<file path="config.mk">
export PLATFORM = sky130hd
export DESIGN_NAME = button_debounce_long_press_core
export DESIGN_NICKNAME = d
export VERILOG_FILES = /design/src/bdlp_pkg.sv /design/src/bdlp_poll_unit.sv /design/src/button_debounce_long_press_core.sv
export SDC_FILE = /design/constraint.sdc
export NUM_CORES = 1
export LEC_CHECK = 0
export BUFFER_PORTS_ARGS = -buffer_cell sky130_fd_sc_hd__clkbuf_2
export CORE_MARGIN = 3
export CORE_UTILIZATION = 65
export DETAILED_ROUTE_END_ITERATION = 10
export PLACE_DENSITY = 0.84
export RECOVER_POWER = 50
export SKIP_LAST_GASP = 1
export SYNTH_ARGS = -nofsm -noshare
export SYNTH_HDL_FRONTEND = slang
export SYNTH_SLANG_ARGS = --single-unit
</file>
<file path="constraint.sdc">
create_clock -name clk -period 9.1 [get_ports clk]
set_input_delay 1.82 -clock clk [delete_from_list [all_inputs] [get_ports clk]]
set_output_delay 1.82 -clock clk [all_outputs]
set_load 0.01 [all_outputs]
</file>
<file path="src/bdlp_pkg.sv">
// Shared types and constants for the button debouncer with long-press detection.
// Used by bdlp_poll_unit and button_debounce_long_press_core; no dependencies.
package bdlp_pkg;

    localparam int TIME_W = 32;
    localparam int CFG_W  = 16;

    localparam logic [1:0] EV_NONE  = 2'd0;
    localparam logic [1:0] EV_DOWN  = 2'd1;
    localparam logic [1:0] EV_SHORT = 2'd2;
    localparam logic [1:0] EV_LONG  = 2'd3;

    localparam logic CFG_IDX_DEBOUNCE   = 1'b0;
    localparam logic CFG_IDX_LONG_PRESS = 1'b1;

    localparam logic [CFG_W-1:0] DEBOUNCE_RESET   = 16'd25;
    localparam logic [CFG_W-1:0] LONG_PRESS_RESET = 16'd700;

    typedef struct packed {
        logic [CFG_W-1:0] debounce_time;
        logic [CFG_W-1:0] long_press_time;
    } cfg_t;

    typedef struct packed {
        logic              step;
        logic              raw_level;
        logic [TIME_W-1:0] now_ms;
    } poll_t;

endpackage

</file>
<file path="src/bdlp_poll_unit.sv">
// Debounce and long-press state with the per-poll decision logic.
// Depends on bdlp_pkg (poll_t, cfg_t, event codes).
module bdlp_poll_unit
    import bdlp_pkg::*;
(
    input  logic       clk,
    input  logic       rst_n,
    input  poll_t      poll,
    input  cfg_t       cfg,
    output logic [1:0] event_code
);

    logic              stable_reg;
    logic              stable_next;
    logic              last_raw_reg;
    logic              last_raw_next;
    logic [TIME_W-1:0] change_time_reg;
    logic [TIME_W-1:0] change_time_next;
    logic [TIME_W-1:0] press_time_reg;
    logic [TIME_W-1:0] press_time_next;
    logic              long_done_reg;
    logic              long_done_next;

    logic              raw_changed;
    logic [TIME_W-1:0] held_ms;
    logic [TIME_W-1:0] pressed_ms;
    logic              settle;
    logic              long_hit;

    assign raw_changed = poll.raw_level != last_raw_reg;
    // A fresh edge restarts the debounce timer at this very poll.
    assign held_ms     = raw_changed ? '0 : (poll.now_ms - change_time_reg);
    assign pressed_ms  = poll.now_ms - press_time_reg;
    assign settle      = (poll.raw_level != stable_reg)
                         && (held_ms >= {{(TIME_W-CFG_W){1'b0}}, cfg.debounce_time});
    assign long_hit    = !stable_reg && !long_done_reg
                         && (pressed_ms >= {{(TIME_W-CFG_W){1'b0}}, cfg.long_press_time});

    always_comb
    begin
        last_raw_next    = last_raw_reg;
        change_time_next = change_time_reg;
        stable_next      = stable_reg;
        press_time_next  = press_time_reg;
        long_done_next   = long_done_reg;
        event_code       = EV_NONE;
        if (raw_changed)
        begin
            last_raw_next    = poll.raw_level;
            change_time_next = poll.now_ms;
        end
        if (settle)
        begin
            stable_next = poll.raw_level;
            if (!poll.raw_level)
            begin
                press_time_next = poll.now_ms;
                long_done_next  = 1'b0;
                event_code      = EV_DOWN;
            end
            else
            begin
                event_code = long_done_reg ? EV_NONE : EV_SHORT;
            end
        end
        else if (long_hit)
        begin
            long_done_next = 1'b1;
            event_code     = EV_LONG;
        end
    end

    always_ff @(posedge clk or negedge rst_n)
    begin
        if (!rst_n)
        begin
            stable_reg      <= 1'b1;
            last_raw_reg    <= 1'b1;
            change_time_reg <= '0;
            press_time_reg  <= '0;
            long_done_reg   <= 1'b0;
        end
        else if (poll.step)
        begin
            stable_reg      <= stable_next;
            last_raw_reg    <= last_raw_next;
            change_time_reg <= change_time_next;
            press_time_reg  <= press_time_next;
            long_done_reg   <= long_done_next;
        end
    end

    a_down_sets_pressed: assert property (@(posedge clk) disable iff (!rst_n)
        (poll.step && event_code == EV_DOWN) |=> (!stable_reg && !long_done_reg))
        else $error("DOWN did not leave the button pressed with long flag clear");

    a_long_sets_flag: assert property (@(posedge clk) disable iff (!rst_n)
        (poll.step && event_code == EV_LONG) |=> long_done_reg)
        else $error("LONG did not set the long-press flag");

    a_long_once: assert property (@(posedge clk) disable iff (!rst_n)
        long_done_reg |-> (event_code != EV_LONG))
        else $error("LONG offered twice for one press");

    a_short_on_release: assert property (@(posedge clk) disable iff (!rst_n)
        (event_code == EV_SHORT) |-> (!stable_reg && poll.raw_level && !long_done_reg))
        else $error("SHORT without a release of a short press");

endmodule

</file>
<file path="src/button_debounce_long_press_core.sv">
// Top level of the button debouncer with long-press detection.
// Depends on bdlp_pkg and bdlp_poll_unit.
//
// Usage:
//   Input channel (in_valid / in_stall): one word per poll, carrying the raw
//   active-low pin level raw_level and the millisecond timestamp now_ms.
//   Output channel (out_valid / out_stall): exactly one word per poll,
//   event_res = 0 none, 1 press down, 2 short press, 3 long press.
//   Configuration: cfg_write with cfg_index 0 sets debounce_time, index 1
//   sets long_press_time (low 16 bits of cfg_data). Write only while idle.
// Pipeline and throughput:
//   A poll is registered in the input register on accept, evaluated against
//   the debounce state when it advances and its event is registered in the
//   result register, which drives out_valid.
//   The block takes one poll every cycle while out_stall is low; the input
//   register and result register advance together.
// Stall:
//   While out_stall holds a waiting result, the input register still holds
//   one more poll, then in_stall rises until the result is taken.
// Reset:
//   Button state returns to released and idle (timers at zero, no long press
//   pending), the registers return to 25 ms and 700 ms, both channels empty.
module button_debounce_long_press_core
    import bdlp_pkg::*;
(
    input  logic              clk,
    input  logic              rst_n,
    input  logic              in_valid,
    output logic              in_stall,
    input  logic              raw_level,
    input  logic [TIME_W-1:0] now_ms,
    output logic              out_valid,
    input  logic              out_stall,
    output logic [1:0]        event_res,
    input  logic              cfg_write,
    input  logic              cfg_index,
    input  logic [CFG_W-1:0]  cfg_data
);

    cfg_t              cfg_reg;
    logic              in_valid_reg;
    logic              raw_reg;
    logic [TIME_W-1:0] now_reg;
    logic              out_valid_reg;
    logic [1:0]        event_reg;

    logic              advance;
    logic              take_in;
    logic [1:0]        event_code;
    poll_t             poll;

    // Move the held poll into the result register when that slot is free.
    assign advance  = in_valid_reg && (!out_valid_reg || !out_stall);
    assign in_stall = in_valid_reg && !advance;
    assign take_in  = in_valid && !in_stall;

    assign poll.step      = advance;
    assign poll.raw_level = raw_reg;
    assign poll.now_ms    = now_reg;

    bdlp_poll_unit u_poll
    (
        .clk        (clk),
        .rst_n      (rst_n),
        .poll       (poll),
        .cfg        (cfg_reg),
        .event_code (event_code)
    );

    // Configuration registers.
    always_ff @(posedge clk or negedge rst_n)
    begin
        if (!rst_n)
        begin
            cfg_reg.debounce_time   <= DEBOUNCE_RESET;
            cfg_reg.long_press_time <= LONG_PRESS_RESET;
        end
        else if (cfg_write)
        begin
            unique case (cfg_index)
                CFG_IDX_DEBOUNCE:   cfg_reg.debounce_time   <= cfg_data;
                CFG_IDX_LONG_PRESS: cfg_reg.long_press_time <= cfg_data;
                default:            ;
            endcase
        end
    end

    // Input register: hold the poll until it advances.
    always_ff @(posedge clk or negedge rst_n)
    begin
        if (!rst_n)
            in_valid_reg <= 1'b0;
        else if (take_in)
            in_valid_reg <= 1'b1;
        else if (advance)
            in_valid_reg <= 1'b0;
    end

    always_ff @(posedge clk)
    begin
        if (take_in)
        begin
            raw_reg <= raw_level;
            now_reg <= now_ms;
        end
    end

    // Result register: hold the event while the receiver stalls.
    always_ff @(posedge clk or negedge rst_n)
    begin
        if (!rst_n)
            out_valid_reg <= 1'b0;
        else if (advance)
            out_valid_reg <= 1'b1;
        else if (!out_stall)
            out_valid_reg <= 1'b0;
    end

    always_ff @(posedge clk)
    begin
        if (advance)
            event_reg <= event_code;
    end

    assign out_valid = out_valid_reg;
    assign event_res = event_reg;

    a_advance_fills_output: assert property (@(posedge clk) disable iff (!rst_n)
        advance |=> out_valid_reg)
        else $error("advanced poll did not reach the result register");

    a_no_overwrite: assert property (@(posedge clk) disable iff (!rst_n)
        (out_valid_reg && out_stall) |-> !advance)
        else $error("stalled result overwritten");

    a_stall_holds_input: assert property (@(posedge clk) disable iff (!rst_n)
        in_stall |=> in_valid_reg)
        else $error("input register dropped a stalled poll");

endmodule

</file>
# Word-level counts from Yosys, hierarchy flattened
# Cells that the tools add are included.
[word_totals]
latch_bits = 0
in_bits = 55
rom_bits = 0
n_memories = 0
ramBits = 0
ff_bits = 136
elab_cells = 55
out_inout_bits = 4
[classes]
n_lt_le_gt_ge = 2
mux = 12
n_reduce_logical = 21
add_sub_neg = 2
bitwise_logic = 2
multipliers = 0
n_eq_ne = 4
shift = 0
div = 0
[op_table]
columns = ["cell", "n"]
rows = [
  ["32-bit by 16-bit greater-or-equal comparator with 1-bit output", 2],
  ["32-bit subtractor", 2],
  ["32-bit 2-to-1 mux", 1],
  ["2-bit 2-to-1 mux", 4],
  ["2-bit AND reduction", 4],
  ["1-bit 2-to-1 mux", 7],
  ["1-bit logical AND", 6],
  ["1-bit zero test", 6],
  ["3-bit AND reduction", 2],
  ["2-bit nonzero test", 2],
  ["1-bit inequality test", 2],
  ["2-bit by 1-bit inequality test with 1-bit output, second input constant", 1],
  ["2-bit inequality test, second input constant", 1],
  ["1-bit NOT", 2],
  ["1-bit logical OR", 1],
]

# Depth between registers and ports, before layout
# Gate-level depths: netlist of run 1.
[depth]
depth_word = 8
ltp_mapped = 25
ltp_nobuf = 21

# Hierarchy
# From an unflattened synthesis of run 1, not the netlist that was laid out.
[hier_totals]
hier_cells = 995
hier_area_um2 = 9739.3
[by_module_without_submodules]
columns = ["mod", "instances", "area_per_inst_um2", "cells_per_inst", "seq_area_each_um2"]
rows = [
  ["bdlp_poll_unit", 1, 7343.3, 883, 1679.1],
  ["button_debounce_long_press_core", 1, 2396.0, 112, 1913.1],
]

# Least setup slack after synthesis of run 1
# No wires, ideal clock.
[synth_timing]
kind = "flip-flop to flip-flop"
startpoint = "register now_reg[10]"
endpoint = "register u_poll.press_time_reg[10]"
stages_incl_launch_ff = 24
path_buffers = 4
arrival_ns = 4.426
required_ns = 8.975
setup_ns = 0.125
slack_ns = 4.549
synth_period_minus_slack_ns = 4.551
cell_sequence = "edfxtp_1 -> ha_1 -> buf_6 -> and3_1 -> a31o_2 -> nor3_1 -> o21bai_1 -> a21oi_1 -> xor2_1 -> nor2_1 -> ha_1 -> nand4_1 -> a311oi_1 -> nor2_1 -> a31oi_1 -> nor3_1 -> o2111ai_1 -> nor4_1 -> and4_1 -> buf_6 -> or4b_4 -> buf_6 -> buf_6 -> mux2_4"
[synth_between]
elab_chain_len = 5
[synth_rtl]
columns = ["element", "line_no", "source"]
rows = [
  ["from (decl)", "button_debounce_long_press_core.sv:43", "logic [TIME_W-1:0] now_reg;"],
  ["from (signal assigned)", "button_debounce_long_press_core.sv:104", "now_reg <= now_ms;"],
  ["32-bit subtractor", "bdlp_poll_unit.sv:32", "assign held_ms = raw_changed ? '0 : (poll.now_ms - change_time_reg);"],
  ["32-bit 2-to-1 mux", "bdlp_poll_unit.sv:32", ""],
  ["32-bit by 16-bit greater-or-equal comparator with 1-bit output", "bdlp_poll_unit.sv:35", "&& (held_ms >= {{(TIME_W-CFG_W){1'b0}}, cfg.debounce_time});"],
  ["1-bit logical AND", "bdlp_poll_unit.sv:35", ""],
  ["3-bit AND reduction (no line)", "--", ""],
  ["to (signal assigned)", "bdlp_poll_unit.sv:88", "press_time_reg <= press_time_next;"],
  ["to (decl)", "bdlp_poll_unit.sv:19", "logic [TIME_W-1:0] press_time_reg;"],
]
# Parallel ways exist; a longest one is shown, timed or not.
# A chain may end at the register's enable or synchronous reset.

==> qor.yml, run 1 <==
outcome:
  outcome: "finished with violations"
  violations: "max-capacitance violations, max-slew violations"
final_layout:
  drive_gt1_share_pct: 17.4
  num-fill-cells: 1075
  synthToLayoutAreaGrowth_pct: 9.08
  multi_input_area_mm2: 0.00585
  ff_latch_area_mm2: 0.00359
  design_area_mm2: 0.0110
  layout.nets: 1253
  antennaDiodeCount: 0
pwr:
  p_per_area_mw_per_mm2: 338
  peakVddDrop_mv: 0.171
  p_leak_nw: 5.10
worst_setup_path:
  crit_top_cell: "clkbuf_1"
  end_kind: "async pin"
  critPathLaunchType: "input pin"
  critPathKind: "input pin to async pin"
  crit_path_top_delay_cell: "clkbuf_1"
  crit_fanout: 78
  critical_path_arrival_ns: 5.75
  cp.required_ns: 8.66
  slowest_delay_ns: 2.99
  path_cells: "clkbuf_1 -> clkbuf_1"
  path_buf_inv: 2
  cp_top_family: "buffers and inverters"
clocking:
  cts.root.buffer_cell: "clkbuf_16"
  cts_resized: 0
  cts_hold_buf: 0
  path_clk_slew_ns: 0.06
  post_cts_buffers: 0
  cts_buffer_depth: 2
  cts_buffers: 17
  clk_latency_ns: 0.43
  cts_tree: "yes"
  clock_sinks: 136
  h-tree-depth: 4
placement:
  portBuffers: 58
  placed_cell_area_mm2: 0.0104
  dp.final_hpwl_um: 18900
  globalplace.congestion: 0.961
timing:
  drv_slew: 79
  finalSetupTns_ns: 0
  fin_skew_ns: 0.00895
  relSlewSlack_pct: -177
  setup_viol: 0
  rsz0062_at_grt: "false"
  max_freq_mhz: 162
  max_slew.worst_pin.slew_ns: 4.16
  fin_crit_ns: 6.19
  hold_viol: 0
  period_share_pct: 68.0
drt:
  route.detailed.drc: 0
  via_per_inst: 6.40
  ant_nets: 0
  vias: 8318
  firstDrtPassIters: 6
  drt_wl_total_um: 25000
  drtIter0Drc: 677
  drt-wirelength-per-cell_um: 19.3
logic_synthesis:
  synth_commonest_cells: "112 x inv_1, 94 x ha_1, 90 x dfrtp_1, 87 x nand2_1, 68 x nor2_1"
  synthFlopType: "dfrtp_1"
  synth_edf_count: 35
  async_reset_ff_share_pct: 74.3
  yosysMostFrequentCell: "inv_1"
  syn_nets: 1212
  yosys_warnings: 0
  synth.area.top_cells: "dfrtp_1 22%, ha_1 12%, edfxtp_1 10%"
  yosysSeqAreaShare_pct: 35.7
  syn_inst: 1061
  synth.cell_area_mm2: 0.0101
  syn_area_per_cell_um2: 9.49
  ys_types: 76
  yosys_register_bits: 136
  synth_top_area_share_pct: 22.4
  synth_top_area_cell: "dfrtp_1"
global_route:
  grt_pass1_vias: 8112
  grt_overflow_total: 0
  grt_max_degree: 79
  grt_pass1_wl_um: 39800
  grtUsageTotal_pct: 30.1
  grt_antenna_before_repair: 0
die:
  rows: 44
  die_w_um: 130
  pin_count: 59
  die-height_um: 130
  dieArea_mm2: 0.0170
  start_util_pct: 67.8
  core_mm2: 0.0149
run:
  maxCapViolCount: 1
min_path:
  hold_path.class: "flop to flop"
-- kinds of logic after synthesis --
group                      share of synthesized area (%)
AOI/OAI and AO/OA                                   17.9
xor gates and xnor gates                            3.39
adders and majority gates                           12.1
buffers and inverters                               6.24
DFF                                                 35.7
muxes                                               11.0
and+or+nand+nor                                     13.7
-- cells in the final DEF (no fill, tap or decap), types with 7 or more instances in the layout --
cell	instances
mux2i_1	9
nor3_1	15
o211ai_1	17
mux2_2	50
ha_1	94
dfstp_2	11
a21oi_1	60
inv_1	112
nand3_1	21
a21o_1	22
mux2_4	29
a211oi_1	14
nand4_1	21
o21a_1	12
o31ai_1	7
nor2b_1	9
edfxtp_1	35
xor2_1	15
clkbuf_1	13
and3_1	9
nand2_1	87
clkbuf_16	17
nor2_1	68
nand2b_1	13
xnor2_1	24
nor4_1	9
o21ai_0	49
dfrtp_1	90
and2_1	8
a31oi_1	8
clkbuf_2	47
-- through the flow --
step / hold slack, ns / setup WS [ns] / util (%) / power (mW) / std cells
2_1_floorplan: 0.449 / 4.55 / - / 2.50 / 1061
3_5_place_dp: 0.476 / 4.01 / 70.1 / 2.95 / 1267
6_report: 0.497 / 2.91 / 73.9 / 3.71 / 1299
5_1_grt: 0.516 / 1.99 / 73.9 / 3.98 / 1299
3_3_place_gp: 0.466 / 4.20 / 70.1 / 2.89 / 1267
4_1_cts: 0.500 / 3.95 / 74.1 / 3.69 / 1299
-- area by class of cell --
| class | instances | area share, % |
|---|---|---|
| timing repair buffer | 62 | 2.72 |
| tap | 184 | 2.10 |
| clock inverter | 15 | 1.51 |
| multi-input combinational | 773 | 53.3 |
| clock buffer | 17 | 3.87 |
| sequential | 136 | 32.7 |
| inverter | 112 | 3.83 |
-- worst register-to-register path, delay by kind of cell, from the launching register on --
kind	cells	cell delay, ns
adders and majority gates	2	0.73
muxes	1	0.44
AOI/OAI and AO/OA	8	1.28
xor gates and xnor gates	1	0.17
and+or+nand+nor	7	1.99
DFF	1	0.46
-- power by group --
group | internal, mW | switching (mW)
Combinational | 0.904 | 1.20
Clock | 0.410 | 0.290
Sequential | 0.805 | 0.101
Total | 2.12 | 1.59
-- final timing paths --
| check | startpoint | slack, ns | cells after the start | to |
|---|---|---|---|---|
| worst min register to register | u_poll.press_time_reg[0]$_DFFE_PN0P_ | 0.50 | 1 | u_poll.press_time_reg[0]$_DFFE_PN0P_ |
| worst max register to register | now_reg[6]$_DFFE_PP_ | 3.90 | 19 | u_poll.press_time_reg[31]$_DFFE_PN0P_ |
| min in group asynchronous | rst_n | 1.64 | 1 | u_poll.press_time_reg[13]$_DFFE_PN0P_ |
| worst min-delay path | u_poll.press_time_reg[0]$_DFFE_PN0P_ | 0.50 | 1 | u_poll.press_time_reg[0]$_DFFE_PN0P_ |
| worst max-delay path | rst_n | 2.91 | 2 | u_poll.change_time_reg[28]$_DFFE_PN0P_ |
| max in group clk | now_reg[6]$_DFFE_PP_ | 3.90 | 19 | u_poll.press_time_reg[31]$_DFFE_PN0P_ |
-- routing by layer --
layer / up-vias / global-route usage (%) / part of all wire [%]
met5: - / 0 / 0
met4: 0 / 12.0 / 3.7
met3: 73 / 5.93 / 7.1
met2: 308 / 48.1 / 46
met1: 4026 / 40.5 / 43
li1: 3911 / - / -
(Power assumes the default switching activity.)
==> run 2, diff against run 1 <==
--- a/config.mk
+++ b/config.mk
@@ -7,9 +7,9 @@
 export LEC_CHECK = 0
 export BUFFER_PORTS_ARGS = -buffer_cell sky130_fd_sc_hd__clkbuf_2
 export CORE_MARGIN = 3
-export CORE_UTILIZATION = 65
+export CORE_UTILIZATION = 56
 export DETAILED_ROUTE_END_ITERATION = 10
-export PLACE_DENSITY = 0.84
+export PLACE_DENSITY = 0.77
 export RECOVER_POWER = 50
 export SKIP_LAST_GASP = 1
 export SYNTH_ARGS = -nofsm -noshare
==> constraint.sdc (replaced) <==
create_clock -name clk -period 5 [get_ports clk]
set_input_delay 1 -clock clk [delete_from_list [all_inputs] [get_ports clk]]
set_output_delay 1 -clock clk [all_outputs]
set_load 0.01 [all_outputs]
==> qor.yml, run 2 (synthesis results as in run 1) <==
outcome:
  outcome: "finished with violations"  # unchanged
  violations: "max-capacitance violations, max-slew violations"  # unchanged
final_layout:
  final_cell_mix: "112 x inv_1, 92 x ha_1, 90 x dfrtp_1, 87 x nand2_1, 68 x nor2_1"  # was 112 x inv_1, 94 x ha_1, 90 x dfrtp_1, 87 x nand2_1, 68 x nor2_1
  drive_gt1_share_pct: 20.0  # was 17.4%
  num-fill-cells: 1370  # was 1075
  synthToLayoutAreaGrowth_pct: 11.7  # was 9.08%
  multi_input_area_mm2: 0.00593  # was 0.00585 mm^2
  layout.nets: 1271  # was 1253
  final_common_cell: "inv_1"  # unchanged
  design_area_mm2: 0.0113  # was 0.0110 mm^2
  antennaDiodeCount: 0  # unchanged
  ff_latch_area_mm2: 0.00359  # unchanged
  post-route-util_pct: 64.4  # was 73.9%
clocking:
  clock_sinks: 136  # unchanged
  cts_buffer_depth: 2  # unchanged
  cts_tree: "yes"  # unchanged
  clk_latency_ns: 0.43  # about the same
  cts.root.buffer_cell: "clkbuf_16"  # unchanged
  path_clk_slew_ns: 0.06  # about the same
  cts_buffers: 17  # unchanged
  h-tree-depth: 4  # unchanged
timing:
  period_share_pct: 94.7
  fin_skew_ns: 0.00686  # was 0.00895 ns
  setup_slack_ns: 0.264  # was 2.91 ns
  hold_viol: 0  # unchanged
  setup_viol: 0  # unchanged
  relSlewSlack_pct: -139  # was -177%
  drv_slew: 67  # was 79
  finalSetupTns_ns: 0  # unchanged
  max_slew.worst_pin.slew_ns: 3.58  # was 4.16 ns
  max_freq_mhz: 211
  fin_crit_ns: 4.74
min_path:
  hold_path.class: "flop to flop"  # unchanged
  whs_path_depth: 1  # unchanged
  hp-start: "now_reg[0]$_DFFE_PP_"  # was u_poll.press_time_reg[0]$_DFFE_PN0P_
  hold_end: "u_poll.press_time_reg[0]$_DFFE_PN0P_"  # unchanged
placement:
  placed_cell_area_mm2: 0.0106  # was 0.0104 mm^2
  portBuffers: 58  # unchanged
  dp.final_hpwl_um: 18800  # was 18900 um
  globalplace.congestion: 0.956  # was 0.961
  pre_cts_slack_ns: -0.0635  # was 4.01 ns
worst_setup_path:
  cp.required_ns: 5.31  # was 8.66 ns
  reg2reg_slack_ns: 0.26  # was 3.90 ns
  crit_fanout: 7  # was 78
  critical_path_arrival_ns: 5.04  # was 5.75 ns
  reg2regPathDepth: 21  # was 19
  critPathLaunchType: "flop"  # was input pin
  reg2reg_to: "u_poll.press_time_reg[31]$_DFFE_PN0P_"  # unchanged
  r2r-start: "now_reg[3]$_DFFE_PP_"  # was now_reg[6]$_DFFE_PP_
  end_kind: "flop"  # was async pin
  critPathKind: "flop to flop"  # was input pin to async pin
global_route:
  grt_pass1_wl_um: 40400  # was 39800 um
  grtUsageTotal_pct: 25.9  # was 30.1%
  grt_max_degree: 67  # was 79
  grt_antenna_before_repair: 0  # unchanged
  grt_overflow_total: 0  # unchanged
  grt_pass1_vias: 7888  # was 8112
pwr:
  p_total_mw: 6.76  # was 3.71 mW
  p_leak_nw: 5.21  # was 5.10 nW
  p_per_area_mw_per_mm2: 600  # was 338 mW/mm^2
  combPwrFrac_pct: 57.7  # was 56.7%
  p_switching_mw: 2.89  # was 1.59 mW
  swShare_pct: 42.8  # was 42.9%
  clockPowerShare_pct: 17.7  # was 18.9%
  pwr-share-seq_pct: 24.6  # was 24.4%
  peakVddDrop_mv: 0.313  # was 0.171 mV
  p_int_mw: 3.87  # was 2.12 mW
drt:
  firstDrtPassIters: 5  # was 6
  vias: 8255  # was 8318
  ant_nets: 0  # unchanged
  via_per_inst: 6.08  # was 6.40
  drtIter0Drc: 780  # was 677
  route.detailed.drc: 0  # unchanged
  drt-wirelength-per-cell_um: 18.6  # was 19.3 um
  drt_wl_total_um: 25300  # was 25000 um
die:
  pin_count: 59  # unchanged
  rows: 48  # was 44
  start_util_pct: 57.6  # was 67.8%
  core_mm2: 0.0175  # was 0.0149 mm^2
  die_w_um: 140  # was 130 um
  dieArea_mm2: 0.0196  # was 0.0170 mm^2
  die-height_um: 140  # was 130 um
run:
  maxCapViolCount: 1  # unchanged
## run 2: layout make-up
cell class              instances  share of cell area (%)
well taps                     225                    2.50
repair buffers                 79                    4.16
flip-flops and latches        136                    31.9
inverters                     112                    3.74
clock buffers                  19                    4.23
multi-input cells             774                    52.7
clock inverters                13                   0.778
## run 2: repair_timing
action                                  in CTS  in global routing
endpoints found under the setup margin      31                 35
cloned                                       1                  0
hold buffers                                 0                  0
hold endpoints to repair                     0                  0
pin swaps                                    1                  5
setup buffers                                0                  6
gates resized for setup                      1                 16
## run 2: worst max-delay path, cell delays in order (launching register included)
cell and delay [ns]:
edfxtp_1 0.41, ha_2 0.36, a21o_1 0.21, a21oi_2 0.20, nand2_1 0.13, a31oi_2 0.25, o21ai_0 0.10, a21oi_1 0.18
xor2_1 0.17, nor2_1 0.06, ha_1 0.29, nand3_1 0.09, a311oi_1 0.30, nor2_1 0.10, a31oi_2 0.21, nor3_1 0.09
o2111ai_1 0.10, nor4_1 0.08, and4_4 0.22, or4b_4 0.57, buf_4 0.19, mux2_1 0.31
## run 2: worst max path at each step
stage	to	slack, ns	from
6_report	u_poll.press_time_reg[31]$_DFFE_PN0P_	0.26	now_reg[3]$_DFFE_PP_
5_1_grt	u_poll.press_time_reg[16]$_DFFE_PN0P_	-0.05	now_reg[3]$_DFFE_PP_
4_1_cts	event_res[0]$_DFFE_PP_	0.005	now_reg[0]$_DFFE_PP_
3_5_place_dp	u_poll.press_time_reg[31]$_DFFE_PN0P_	-0.06	now_reg[1]$_DFFE_PP_
3_3_place_gp	event_res[0]$_DFFE_PP_	0.09	now_reg[0]$_DFFE_PP_
2_1_floorplan	u_poll.press_time_reg[10]$_DFFE_PN0P_	0.45	now_reg[10]$_DFFE_PP_
## run 2: metrics by stage
step | hold slack [ns] | cells
floorplan | 0.449 | 1061
global placement | 0.464 | 1319
detailed placement | 0.476 | 1319
CTS | 0.490 | 1352
global route | 0.502 | 1358
finish | 0.492 | 1358
## run 2: per-layer routing
| metal | part of all wire [%] | track usage (%) |
|---|---|---|
| met3 | 6.1 | 4.92 |
| met2 | 46 | 40.2 |
| met5 | 0 | 0 |
| met4 | 3.2 | 9.69 |
| met1 | 45 | 36.3 |
## run 2: power groups by stage
stage	Sequential, mW	Clock, mW	Combinational, mW
after floorplan	1.60	0	2.95
after global placement	1.64	0	3.62
after detailed placement	1.66	0	3.70
after CTS	1.65	1.21	3.77
after global routing	1.70	1.26	4.32
final	1.66	1.20	3.90
==> run 3, diff against run 2 <==
--- a/config.mk
+++ b/config.mk
@@ -7,9 +7,10 @@
 export LEC_CHECK = 0
 export BUFFER_PORTS_ARGS = -buffer_cell sky130_fd_sc_hd__clkbuf_2
 export CORE_MARGIN = 3
-export CORE_UTILIZATION = 56
+export CORE_UTILIZATION = 58
+export CTS_BUF_LIST = sky130_fd_sc_hd__clkbuf_8
 export DETAILED_ROUTE_END_ITERATION = 10
-export PLACE_DENSITY = 0.77
+export PLACE_DENSITY = 0.8
 export RECOVER_POWER = 50
 export SKIP_LAST_GASP = 1
 export SYNTH_ARGS = -nofsm -noshare
==> qor.yml, run 3 (synthesis results as in run 1) <==
min_path:
  hold_path.class: "flop to flop"  # unchanged
global_route:
  grt_antenna_before_repair: 0  # unchanged
  use_met1_pct: 39.0  # was 36.3%
  grt_max_degree: 64  # was 67
  grtUsageTotal_pct: 27.6  # was 25.9%
  busiest_layer: "met2"  # unchanged
  grt_pass1_wl_um: 40300  # was 40400 um
  met3_usage_pct: 5.44  # was 4.92%
  grt_overflow_total: 0  # unchanged
  met2_usage_pct: 43.4  # was 40.2%
  grt_pass1_vias: 7744  # was 7888
worst_setup_path:
  reg2regPathDepth: 20  # was 21
  critPathLaunchType: "flop"  # unchanged
  critPathCapture: "u_poll.press_time_reg[26]$_DFFE_PN0P_"  # was u_poll.press_time_reg[31]$_DFFE_PN0P_
  path_cells: "ha_1 -> and3_1 -> a31o_2 -> nor3_2 -> o21bai_1 -> a21oi_1 -> xor2_1 -> nor2_1 -> ha_1 -> nand4_1 -> a311oi_1 -> nor2_1 -> a31oi_1 -> nor3_1 -> o2111ai_1 -> nor4_1 -> and4_4 -> or4b_4 -> buf_12 -> mux2_4"  # was ha_2 -> a21o_1 -> a21oi_2 -> nand2_1 -> a31oi_2 -> o21ai_0 -> a21oi_1 -> xor2_1 -> nor2_1 -> ha_1 -> nand3_1 -> a311oi_1 -> nor2_1 -> a31oi_2 -> nor3_1 -> o2111ai_1 -> nor4_1 -> and4_4 -> or4b_4 -> buf_4 -> mux2_1
  crit_cells: 20  # was 21
  crit_path_top_delay_cell: "or4b_4"  # unchanged
  cp.required_ns: 5.34  # was 5.31 ns
  reg2reg_slack_ns: 0.23  # was 0.26 ns
  slowest_delay_ns: 0.61  # was 0.57 ns
  r2r-start: "now_reg[9]$_DFFE_PP_"  # was now_reg[3]$_DFFE_PP_
  crit_start: "now_reg[9]$_DFFE_PP_"  # was now_reg[3]$_DFFE_PP_
  path_buf_inv: 1  # unchanged
  crit_fanout: 8  # was 7
  critPathKind: "flop to flop"  # unchanged
  cp_top_family: "simple AND/OR/NAND/NOR gates"  # was compound AO/OA/AOI/OAI gates
  end_kind: "flop"  # unchanged
  reg2reg_to: "u_poll.press_time_reg[26]$_DFFE_PN0P_"  # was u_poll.press_time_reg[31]$_DFFE_PN0P_
  critical_path_arrival_ns: 5.11  # was 5.04 ns
die:
  rows: 47  # was 48
  start_util_pct: 60.1  # was 57.6%
  pin_count: 59  # unchanged
  die-height_um: 138  # was 140 um
  dieArea_mm2: 0.0190  # was 0.0196 mm^2
  core_mm2: 0.0168  # was 0.0175 mm^2
  die_w_um: 138  # was 140 um
final_layout:
  final_cell_mix: "113 x inv_1, 93 x ha_1, 90 x dfrtp_1, 87 x nand2_1, 68 x nor2_1"  # was 112 x inv_1, 92 x ha_1, 90 x dfrtp_1, 87 x nand2_1, 68 x nor2_1
  num-fill-cells: 1337  # was 1370
  antennaDiodeCount: 0  # unchanged
  final_common_cell: "inv_1"  # unchanged
  synthToLayoutAreaGrowth_pct: 9.63  # was 11.7%
  finalNonFillerCells: 1352  # was 1358
  ff_latch_area_mm2: 0.00359  # unchanged
  layout.nets: 1270  # was 1271
  multi_input_area_mm2: 0.00591  # was 0.00593 mm^2
  drive_gt1_share_pct: 19.0  # was 20.0%
placement:
  globalplace.congestion: 0.957  # was 0.956
  pre_cts_slack_ns: -0.0503  # was -0.0635 ns
  portBuffers: 58  # unchanged
  dp.final_hpwl_um: 19500  # was 18800 um
  place_inst: 1309  # was 1319
pwr:
  clockPowerShare_pct: 14.1  # was 17.7%
  swShare_pct: 44.2  # was 42.8%
  p_int_mw: 3.60  # was 3.87 mW
  combPwrFrac_pct: 60.2  # was 57.7%
  pwr-share-seq_pct: 25.7  # was 24.6%
  p_switching_mw: 2.86  # was 2.89 mW
  p_leak_nw: 5.10  # was 5.21 nW
  p_per_area_mw_per_mm2: 585  # was 600 mW/mm^2
  peakVddDrop_mv: 0.258  # was 0.313 mV
clocking:
  path_clk_slew_ns: 0.08  # was 0.06 ns
  cts_tree: "yes"  # unchanged
  cts_hold_buf: 0  # unchanged
  cts.root.buffer_cell: "clkbuf_8"  # was clkbuf_16
  clock_sinks: 136  # unchanged
  clk_latency_ns: 0.46  # was 0.43 ns
  cts_buffers: 17  # unchanged
  h-tree-depth: 4  # unchanged
  cts_buffer_depth: 2  # unchanged
timing:
  finalSetupTns_ns: 0  # unchanged
  fin_skew_ns: 0.0140  # was 0.00686 ns
  max_slew.worst_pin.slew_ns: 3.33  # was 3.58 ns
  drv_slew: 64  # was 67
  period_share_pct: 95.4  # was 94.7%
  fin_crit_ns: 4.77  # was 4.74 ns
  hold_viol: 0  # unchanged
  relSlewSlack_pct: -122  # was -139%
  max_freq_mhz: 210  # was 211 MHz
  setup_viol: 0  # unchanged
  setup_slack_ns: 0.230  # was 0.264 ns
drt:
  firstDrtPassIters: 5  # unchanged
  via_per_inst: 6.15  # was 6.08
  ant_nets: 0  # unchanged
  drt-wirelength-per-cell_um: 19.2  # was 18.6 um
  route.detailed.drc: 0  # unchanged
  vias: 8319  # was 8255
  drtIter0Drc: 621  # was 780
  drt_wl_total_um: 25900  # was 25300 um
run:
  maxCapViolCount: 1  # unchanged
outcome:
  outcome: "finished with violations"  # unchanged
  violations: "max-capacitance violations, max-slew violations"  # unchanged
==> run 3: cell types whose count changed in the layout (fill, tap and decap cells not counted), sizes merged <==
cell / delta
buf: -1
clkinv: -2
clkinvlp: +2
bufinv: +2
clkbuf: -2
==> run 3: worst min path at each step <==
stage,startpoint,to,slack [ns],depth (start not counted)
floorplan,in_valid_reg$_DFFE_PN0P_,out_valid$_DFFE_PN0P_,0.45,1
finish,in_valid_reg$_DFFE_PN0P_,out_valid$_DFFE_PN0P_,0.49,1
global route,u_poll.change_time_reg[30]$_DFFE_PN0P_,u_poll.change_time_reg[30]$_DFFE_PN0P_,0.51,1
CTS,in_valid_reg$_DFFE_PN0P_,out_valid$_DFFE_PN0P_,0.49,1
detailed placement,in_valid_reg$_DFFE_PN0P_,out_valid$_DFFE_PN0P_,0.48,1
global placement,now_reg[0]$_DFFE_PP_,u_poll.press_time_reg[0]$_DFFE_PN0P_,0.47,1
==> run 3: routing by layer <==
metal	part of all wire (%)	vias to the layer above
li1	-	3944
met1	45	4036
met2	46	292
met3	6.3	47
met4	2.3	0
met5	0	-
==> run 3: power groups by stage <==
stage          clock, mW  sequential, mW  combinational (mW)
6_report           0.913            1.66                3.89
5_1_grt            0.971            1.69                4.30
4_1_cts            0.922            1.65                3.77
3_5_place_dp           0            1.66                3.72
3_3_place_gp           0            1.64                3.63
2_1_floorplan          0            1.60                2.95
==> run 3: timing repair <==
item                                   4_1_cts  5_1_grt
setup endpoints to repair                   33       35
resized for setup                            2       11
setup buffers                                0       10
pin swaps                                    2        4
cloned                                       1        0
endpoints found under the hold margin        0        0
==> run 3: layout make-up <==
class                   count  share of cell area, %
repair buffers             78                   4.15
clock buffers              17                   2.12
clock inverters            15                   1.39
well taps                 220                   2.49
inverters                 112                   3.81
flip-flops and latches    136                   32.5
multi-input cells         774                   53.5
==> run 3: stage by stage <==
stage | util [%] | hold WS [ns] | total power, mW | cell area [um^2]
floorplan | - | 0.449 | 4.56 | 10100
global placement | 62.7 | 0.468 | 5.28 | 10500
detailed placement | 62.7 | 0.475 | 5.38 | 10500
CTS | 65.1 | 0.494 | 6.34 | 10900
global route | 65.9 | 0.514 | 6.97 | 11000
finish | 65.9 | 0.492 | 6.46 | 11000
